File: src/rtl/c8is_pkg.sv
`default_nettype none
package c8is_pkg;
    localparam int MEMORY_BYTES_DEF = 4096;
    localparam int STACK_DEPTH_DEF  = 16;
    localparam logic [11:0] PC_RESET = 12'h200;

    localparam logic [1:0] ST_OK        = 2'd0;
    localparam logic [1:0] ST_UNSUP     = 2'd1;
    localparam logic [1:0] ST_OVERFLOW  = 2'd2;
    localparam logic [1:0] ST_UNDERFLOW = 2'd3;

    typedef enum logic [3:0] {
        S_IDLE, S_FETCH_HI, S_FETCH_LO, S_DECODE, S_EXEC, S_STORE, S_LOAD_REQ, S_LOAD_WAIT,
        S_BCD, S_RESULT
    } ctrl_state_t;

    // controller to datapath
    typedef struct packed {
        logic take_item;    // latch input transaction
        logic write_byte;   // memory write from item
        logic fetch_hi;     // read pc
        logic fetch_lo;     // read pc+1, capture hi byte
        logic decode;       // capture lo byte
        logic exec;         // execute the decoded instruction
        logic store_step;   // Fx55 one register
        logic load_req;     // Fx65 read I+k
        logic load_step;    // Fx65 write Vk
        logic bcd_step;     // Fx33 one digit
        logic result_load;  // load output register
    } dp_cmd_t;

    // datapath to controller
    typedef struct packed {
        logic is_write;
        logic is_store;
        logic is_load;
        logic is_bcd;
        logic last_k;       // k == x (or third BCD digit)
    } dp_stat_t;
endpackage
`default_nettype wire

File: src/rtl/c8is_ctrl.sv
`default_nettype none
module c8is_ctrl (
    input  wire logic               aclk,
    input  wire logic               aresetn,
    input  wire logic               in_valid,
    output logic                    in_ready,
    output logic                    out_valid,
    input  wire logic               out_ready,
    input  wire c8is_pkg::dp_stat_t stat,
    output c8is_pkg::dp_cmd_t       cmd
);
    c8is_pkg::ctrl_state_t state_reg, state_next;
    logic out_valid_reg, out_valid_next;

    always_ff @(posedge aclk) begin
        if (!aresetn) begin
            state_reg     <= c8is_pkg::S_IDLE;
            out_valid_reg <= 1'b0;
        end else begin
            state_reg     <= state_next;
            out_valid_reg <= out_valid_next;
        end
    end

    assign in_ready  = (state_reg == c8is_pkg::S_IDLE);
    assign out_valid = out_valid_reg;

    // next state
    always_comb begin
        state_next = state_reg;
        case (state_reg)
            c8is_pkg::S_IDLE:      if (in_valid) state_next = c8is_pkg::S_FETCH_HI;
            c8is_pkg::S_FETCH_HI: begin
                if (stat.is_write) state_next = c8is_pkg::S_RESULT;
                else               state_next = c8is_pkg::S_FETCH_LO;
            end
            c8is_pkg::S_FETCH_LO:  state_next = c8is_pkg::S_DECODE;
            c8is_pkg::S_DECODE:    state_next = c8is_pkg::S_EXEC;
            c8is_pkg::S_EXEC: begin
                if (stat.is_store)     state_next = c8is_pkg::S_STORE;
                else if (stat.is_load) state_next = c8is_pkg::S_LOAD_REQ;
                else if (stat.is_bcd)  state_next = c8is_pkg::S_BCD;
                else                   state_next = c8is_pkg::S_RESULT;
            end
            c8is_pkg::S_STORE:     if (stat.last_k) state_next = c8is_pkg::S_RESULT;
            c8is_pkg::S_LOAD_REQ:  state_next = c8is_pkg::S_LOAD_WAIT;
            c8is_pkg::S_LOAD_WAIT: begin
                if (stat.last_k) state_next = c8is_pkg::S_RESULT;
                else             state_next = c8is_pkg::S_LOAD_REQ;
            end
            c8is_pkg::S_BCD:       if (stat.last_k) state_next = c8is_pkg::S_RESULT;
            c8is_pkg::S_RESULT:    if (!out_valid_reg || out_ready) state_next = c8is_pkg::S_IDLE;
            default:               state_next = c8is_pkg::S_IDLE;
        endcase
    end

    // outputs
    always_comb begin
        cmd = '0;
        out_valid_next = out_valid_reg && !out_ready;
        case (state_reg)
            c8is_pkg::S_IDLE:      cmd.take_item = in_valid;
            c8is_pkg::S_FETCH_HI: begin
                cmd.write_byte = stat.is_write;
                cmd.fetch_hi   = !stat.is_write;
            end
            c8is_pkg::S_FETCH_LO:  cmd.fetch_lo = 1'b1;
            c8is_pkg::S_DECODE:    cmd.decode = 1'b1;
            c8is_pkg::S_EXEC:      cmd.exec = 1'b1;
            c8is_pkg::S_STORE:     cmd.store_step = 1'b1;
            c8is_pkg::S_LOAD_REQ:  cmd.load_req = 1'b1;
            c8is_pkg::S_LOAD_WAIT: cmd.load_step = 1'b1;
            c8is_pkg::S_BCD:       cmd.bcd_step = 1'b1;
            c8is_pkg::S_RESULT: begin
                if (!out_valid_reg || out_ready) begin
                    cmd.result_load = 1'b1;
                    out_valid_next  = 1'b1;
                end
            end
            default: cmd = '0;
        endcase
    end

    a_ready_idle: assert property (@(posedge aclk) disable iff (!aresetn)
        in_ready |-> !(cmd.exec || cmd.store_step || cmd.load_step))
        else $error("ready while busy");
    a_take_fetch: assert property (@(posedge aclk) disable iff (!aresetn)
        cmd.take_item |=> state_reg == c8is_pkg::S_FETCH_HI)
        else $error("item not fetched");
    a_result_valid: assert property (@(posedge aclk) disable iff (!aresetn)
        cmd.result_load |=> out_valid_reg)
        else $error("result lost");
endmodule
`default_nettype wire

File: config.mk
export PLATFORM = sky130hd
export DESIGN_NAME = c8is_ctrl
export DESIGN_NICKNAME = d
export VERILOG_FILES = /design/src/rtl/c8is_pkg.sv /design/src/rtl/c8is_ctrl.sv
export SDC_FILE = /design/constraint.sdc
export NUM_CORES = 1
export LEC_CHECK = 0
export ABC_AREA = 0
export ABC_CLOCK_PERIOD_IN_PS = 1500
export BUFFER_PORTS_ARGS = -buffer_cell sky130_fd_sc_hd__buf_2
export CORE_AREA = 2 2 39 41
export CTS_CLUSTER_DIAMETER = 40
export DETAILED_ROUTE_END_ITERATION = 7
export DIE_AREA = 0 0 41 43
export HOLD_SLACK_MARGIN = 0.02
export MAX_ROUTING_LAYER = met4
export SYNTH_ARGS = -nofsm -noshare
export SYNTH_HDL_FRONTEND = slang
export SYNTH_SLANG_ARGS = --single-unit
File: constraint.sdc
create_clock -name aclk -period 1.5 [get_ports aclk]
set_input_delay 0.3 -clock aclk [delete_from_list [all_inputs] [get_ports aclk]]
set_output_delay 0.3 -clock aclk [all_outputs]
set_load 0.02 [all_outputs]
# Word level (Yosys, flattened, before mapping)
# Cells that the tools add are included.
[totals] output_inout_bits=13 elab_cells=44 register_bits=5 input_bits=9
[classes] n_mux=22 eq_ne=12 n_reduce_logical=8
[ops] op="case mux 4 bit (9 select lines)" count=1
[ops] op="2-to-1 mux 4 bit" count=7
[ops] op="equality test 4 x 3 -> 1 bit, second input constant" count=4
[ops] op="2-to-1 mux 1 bit" count=13
[ops] op="equality test 4 x 2 -> 1 bit, second input constant" count=2
[ops] op="equality test 4 bit, second input constant" count=2
[ops] op="equality test 4 x 1 -> 1 bit, second input constant" count=1
[ops] op="logical NOT 4 bit" count=1
[ops] op="!= test 2 bit, second input constant" count=2
[ops] op="logical NOT 1 bit" count=3
[ops] op="AND reduction 3 bit" count=1
[ops] op="2-to-1 mux 2 bit" count=1
[ops] op="!= test 2 x 1 -> 1 bit, second input constant" count=1
[ops] op="OR reduction 2 bit" count=1
[ops] op="logical AND 1 bit" count=1
[ops] op="logical OR 1 bit" count=1

# Longest topological paths before layout
# Gate-level depths: netlist of run 1.
[logic_depth] word_depth=4 ltp_mapped=6

# Worst setup path after synthesis of run 1
# Ideal clock, no wire load.
[synth_path] path_kind="register -> output" start="reg state_reg[3]" end="out cmd[9] (netlist name)" stages_incl_launch_ff=3 arrival_time_ns=1.320 t_required_ns=1.200 path_slack_ns=-0.120 path_buffers=1 path_cell_list="dfxtp_1 > clkbuf_1 > nor4b_1"
[synth_rtl] element="start, declared" line_no="c8is_ctrl.sv:12" source="c8is_pkg::ctrl_state_t state_reg, state_next;"
[synth_rtl] element="start signal, assigned" line_no="c8is_ctrl.sv:17" source="state_reg <= c8is_pkg::S_IDLE;"
[synth_rtl] element="start signal, assigned" line_no="c8is_ctrl.sv:20" source="state_reg <= state_next;"
[synth_rtl] element="end, declared" line_no="c8is_ctrl.sv:10" source="output c8is_pkg::dp_cmd_t cmd"

==> results of run 1 <==
==> synthesized netlist by cell type, drive strengths merged, types with 2 or more instances <==
cell type | instances | area share
a211oi | 2 | 0.031
a21oi | 3 | 0.031
a311oi | 2 | 0.037
buf | 4 | 0.060
dfxtp | 5 | 0.21
inv | 4 | 0.031
nand2 | 4 | 0.031
nand2b | 2 | 0.026
nor2 | 9 | 0.070
nor2b | 3 | 0.039
nor3 | 5 | 0.063
nor3b | 2 | 0.031
nor4 | 2 | 0.039
nor4b | 2 | 0.050
o21a | 2 | 0.031
o21ai | 2 | 0.021
==> worst reg2reg max path, stage by stage (launching register included) <==
cell and delay [ns]:
dfxtp_4 0.36, or4b_4 0.55, buf_4 0.16, nor3_2 0.09, nor3_1 0.06, a311oi_1 0.25
==> worst paths after layout <==
path	end	slack, ns
hold / removal	state_reg[2]	0.30
setup reg to reg	state_reg[3]	-0.06
setup / recovery	cmd[5]	-0.12
hold reg to reg	state_reg[2]	0.66
==> final cells by class <==
class,instances,area [um2]
multi-input cells,50,450
fillers,101,414
repair buffers,40,345
flip-flops and latches,5,113
clock buffers,4,26.3
well taps,16,20.0
inverters,4,15.0
==> cells in the final DEF, fill, tap and decap left out, types with 3 or more instances in the layout <==
master / n
buf_12: 3
nand2_1: 4
buf_4: 20
buf_6: 8
dfxtp_4: 3
nor2_1: 8
a21oi_1: 3
clkbuf_4: 3
buf_2: 9
==> per-stage QoR <==
stage	worst slack [ns]	hold slack (ns)	total power, mW	TNS (ns)	std cells
floorplan	-0.00466	0.418	0.926	-0.00466	64
global placement	0.0222	0.533	1.24	0	105
detailed placement	0.00488	0.541	1.25	0	105
CTS	-0.127	0.294	1.66	-0.590	117
global route	-0.161	0.303	2.12	-1.13	119
finish	-0.118	0.298	1.99	-0.501	119
==> per-layer routing <==
layer | global-route usage | up-vias | part of all wire
met5 | - | - | 0
met4 | 0 | 0 | 0.014
met3 | 0.0785 | 2 | 0.048
met2 | 0.291 | 22 | 0.53
met1 | 0.210 | 295 | 0.41
li1 | - | 312 | -
==> power by group through the flow <==
stage	clock [mW]	sequential (mW)	combinational (mW)
2_1_floorplan	0	0.239	0.687
3_3_place_gp	0	0.268	0.972
3_5_place_dp	0	0.271	0.975
4_1_cts	0.157	0.286	1.22
5_1_grt	0.174	0.304	1.64
6_report	0.150	0.297	1.54
==> kinds of logic (layout without fill, tap and decap cells) <==
family          Yosys count  in the layout  share of synthesized area
simple gates             34             34                      0.449
compound gates           16             16                      0.243
buf+inv                   9             48                     0.0992
flops                     5              5                      0.209
==> repair_timing <==
item,in CTS,in global routing
setup buffers,8,2
gates resized for setup,21,27
setup endpoints to repair,13,15
pin swaps,7,7
==> flow_summary.json, run 1 <==
{
  "hp-start": "aresetn",
  "grt_setup_unrepaired": "yes",
  "cp.required_ns": 1.20,
  "arrival_ns": 1.32,
  "placed_area_um2": 682,
  "dr.pass1.iters": 4,
  "diodes": 0,
  "ys.flop_type": "dfxtp_1",
  "cts_tree": "yes",
  "p_int_mw": 1.15,
  "period_needed_ns": 1.62,
  "slowest_delay_ns": 0.55,
  "fin_area_um2": 970,
  "portBuffers": 21,
  "power_leakage_nw": 0.411,
  "htree_levels": 1,
  "drt-total-wl_um": 1510,
  "ys_types": 33,
  "syn_inst": 64,
  "cap_violations": 0,
  "cts_root_buf": "clkbuf_4",
  "fin_nets": 113,
  "skew_ns": 0.00324,
  "crit_path_max_fanout": 6,
  "power_density_nw_per_um2": 2050,
  "clock_latency_ns": 0.24,
  "cpLargestDelayFamily": "simple AND/OR/NAND/NOR gates",
  "finalMaxSlewViolations": 0,
  "crit_type": "flip-flop to output port",
  "power_frac_comb": 0.775,
  "hold_class": "input pin to flip-flop",
  "die_h_um": 43,
  "area_growth_pct": 102,
  "yosys_warnings": 0,
  "finalSetupViolCount": 8,
  "route.detailed.drc": 0,
  "chipWidth_um": 41,
  "gp_congestion": 0.791,
  "antenna_left": 0,
  "start_util": 0.346,
  "setup.worst_path.start": "state_reg[1]",
  "coreArea_um2": 1380,
  "synth_fp_nets": 73,
  "layout-drive-gt1-share": 0.641,
  "slew_headroom": 0.742,
  "antenna_found_initial": 0,
  "end_kind": "output port",
  "synth_edf_count": 0,
  "r2r_cells": 5,
  "largest_reg_flops": 4,
  "viasPerCell": 5.30,
  "setup_ws_ns": -0.118,
  "min_period_over_period": 1.08,
  "grt_pass1_wl_um": 2140,
  "critPathLaunchType": "flip-flop",
  "track_usage": 0.178,
  "hold_violations": 0,
  "slowest_stage": "or4b_4",
  "hpwl_um": 955,
  "top_level_ports": 22,
  "crit_chain": "or4b_4 > inv_2 > buf_6",
  "drtIter0Drc": 5,
  "cts_hold_buf": 0,
  "grt_max_degree": 10,
  "path_buf_inv": 2,
  "rows": 14,
  "async_reset_ff_frac": 0,
  "cts_made_buffers": 3,
  "status": "finished, violations left",
  "synth-seq-area-share": 0.209,
  "fmax_ghz": 0.618,
  "power_frac_seq": 0.149,
  "critical_path_depth": 3,
  "avgRoutedWirePerCell_um": 12.7,
  "clkPwrFrac": 0.075,
  "final_core_util": 0.701,
  "r2r_start": "state_reg[1]",
  "synth_area_per_cell_um2": 7.49,
  "cts.path.max_buffers": 2,
  "die-area_um2": 1760,
  "peakVddDrop_mv": 1.05,
  "hold_depth": 2,
  "worst_pin_slew_ns": 0.386,
  "route.vias.total": 631,
  "swShare": 0.422,
  "grt-ovfl-total": 0,
  "violations": "negative setup slack",
  "clkSinkCount": 5,
  "power_switching_uw": 839,
  "clk_pin_slew_ns": 0.04,
  "grt_pass1_vias": 531,
  "yosys_register_bits": 5,
  "synth_area_um2": 479
}
Note: power is estimated with default switching activity, not from simulation.
==> run 2, diff against run 1 <==
--- a/config.mk
+++ b/config.mk
@@ -6,5 +6,4 @@
 export NUM_CORES = 1
 export LEC_CHECK = 0
-export ABC_AREA = 0
 export ABC_CLOCK_PERIOD_IN_PS = 1500
 export BUFFER_PORTS_ARGS = -buffer_cell sky130_fd_sc_hd__buf_2
==> constraint.sdc (replaced) <==
create_clock -name aclk -period 1.5 [get_ports aclk]
set_input_delay 0.3 -clock aclk [delete_from_list [all_inputs] [get_ports aclk]]
set_output_delay 0.3 -clock aclk [all_outputs]
set_load 0.01 [all_outputs]
==> run 2 against run 1 <==
Compared with the run above:
- the flow still finishes with violations (negative setup slack)
- via count decreased by 5.9%
- largest cell class unchanged
- core utilization decreased by 13 points
- first-iteration DRC count increased to 4.2 times the previous value
- critical path type unchanged
- die area unchanged
- clock-buffer cell count unchanged
- critical path depth unchanged
==> flow_summary.json, run 2 (same netlist as run 1, synthesis figures left out) <==
{
  "skew_ns": 0.00578,
  "dr.pass1.iters": 4,
  "area_growth_pct": 64.2,
  "pre_cts_ws_ns": 0.0104,
  "fin_nets": 111,
  "hold_violations": 0,
  "power_leakage_nw": 0.373,
  "seq_area_um2": 110,
  "slowest_stage": "or4b_4",
  "slowest_delay_ns": 0.55,
  "avgRoutedWirePerCell_um": 11.9,
  "worst_pin_slew_ns": 0.401,
  "grt_max_degree": 11,
  "critPathLaunchType": "flip-flop",
  "htree_levels": 1,
  "start_util": 0.346,
  "die_h_um": 43,
  "rows": 14,
  "finalMaxSlewViolations": 0,
  "top_level_ports": 22,
  "chipWidth_um": 41,
  "finalPower_mw": 1.49,
  "route.vias.total": 594,
  "min_period_over_period": 1.07,
  "place_inst": 103,
  "layout_common_cells": "buf_2 (20), buf_4 (15), nor2_1 (9), nand2_1 (4)",
  "gp_congestion": 0.841,
  "clk_pin_slew_ns": 0.04,
  "peakVddDrop_mv": 0.814,
  "end_kind": "output port",
  "final_core_util": 0.569,
  "diodes": 0,
  "holdWs_ns": 0.306,
  "drtIter0Drc": 21,
  "period_needed_ns": 1.61,
  "grt-ovfl-total": 0,
  "crit_type": "flip-flop to output port",
  "layout-drive-gt1-share": 0.545,
  "status": "finished, violations left",
  "arrival_ns": 1.31,
  "cts_hold_buf": 0,
  "route.detailed.drc": 0,
  "die-area_um2": 1760,
  "multi_input_area_um2": 369,
  "largest_reg_flops": 4,
  "grt_setup_unrepaired": "yes",
  "clock_latency_ns": 0.24,
  "viasPerCell": 5.08,
  "antenna_found_initial": 0,
  "cts_made_buffers": 3,
  "track_usage": 0.169,
  "drt-total-wl_um": 1400,
  "cp.required_ns": 1.20,
  "final_common_cell": "buf_2",
  "cap_violations": 0,
  "setup_ws_ns": -0.109,
  "finalNonFillerCells": 117,
  "antenna_left": 0,
  "cts_root_buf": "clkbuf_4",
  "slew_headroom": 0.731,
  "power_density_nw_per_um2": 1900,
  "finalSetupViolCount": 9,
  "crit_chain": "or4b_4 > inv_2 > buf_6",
  "reg2reg_slack_ns": -0.09,
  "grt_pass1_wl_um": 2020,
  "coreArea_um2": 1380,
  "cts.path.max_buffers": 2,
  "fillers": 129,
  "fmax_ghz": 0.622,
  "hpwl_um": 936,
  "violations": "negative setup slack",
  "crit_path_max_fanout": 7,
  "cts_tree": "yes",
  "grt_pass1_vias": 526,
  "portBuffers": 21,
  "clkSinkCount": 5,
  "hold_class": "input pin to flip-flop"
}
[run 2: cell count changes in the layout (fill, tap and decap cells not counted), moves of 2 or more]
cell / before / now
nand2b_1: 0 / 2
buf_4: 20 / 15
buf_6: 8 / 3
buf_12: 3 / 0
buf_2: 9 / 20
nand2b_4: 2 / 0
[run 2: path summary, 6_finish.rpt]
| path | cells past startpoint | startpoint | end |
|---|---|---|---|
| max | 3 | state_reg[1] | cmd[5] |
| min | 2 | aresetn | state_reg[2] |
| max reg2reg | 5 | state_reg[1] | state_reg[3] |
| min reg2reg | 2 | state_reg[3] | state_reg[3] |
[run 2: routing by layer]
layer  global-route usage  wire length, um  vias up
met5                    -                0        -
met3               0.0785               64        0
met4               0.0200                0        0
li1                     -                -      305
met1                0.192              593      272
met2                0.269              737       17
[run 2: power by group]
group	switching, mW	leakage [nW]	internal [mW]
registers	0.104	0.0431	0.201
logic	0.471	0.315	0.563
clock network	0.0558	0.0150	0.101
[run 2: layout make-up]
cell class | instances | area share
Multi-Input combinational cell | 50 | 0.469
Timing Repair Buffer | 38 | 0.313
Sequential cell | 5 | 0.140
Clock buffer | 4 | 0.0334
Tap cell | 16 | 0.0254
Inverter | 4 | 0.0191
[run 2: through the flow]
step           cell area, um2  TNS (ns)
3_3_place_gp              624         0
3_5_place_dp              624         0
6_report                  787    -0.393
5_1_grt                   787     -1.26
4_1_cts                   738    -0.293
2_1_floorplan             479         0
[run 2: timing repair]
item                                    in CTS  in global routing
resized for setup                           11                  5
pin swaps                                    4                  5
setup buffers                                7                  3
endpoints found under the setup margin      12                 15
[run 2: critical path, delay by kind of cell (launching register included)]
family | cells | cell delay (ns)
and+or+nand+nor | 1 | 0.55
DFF | 1 | 0.36
buffers and inverters | 2 | 0.16
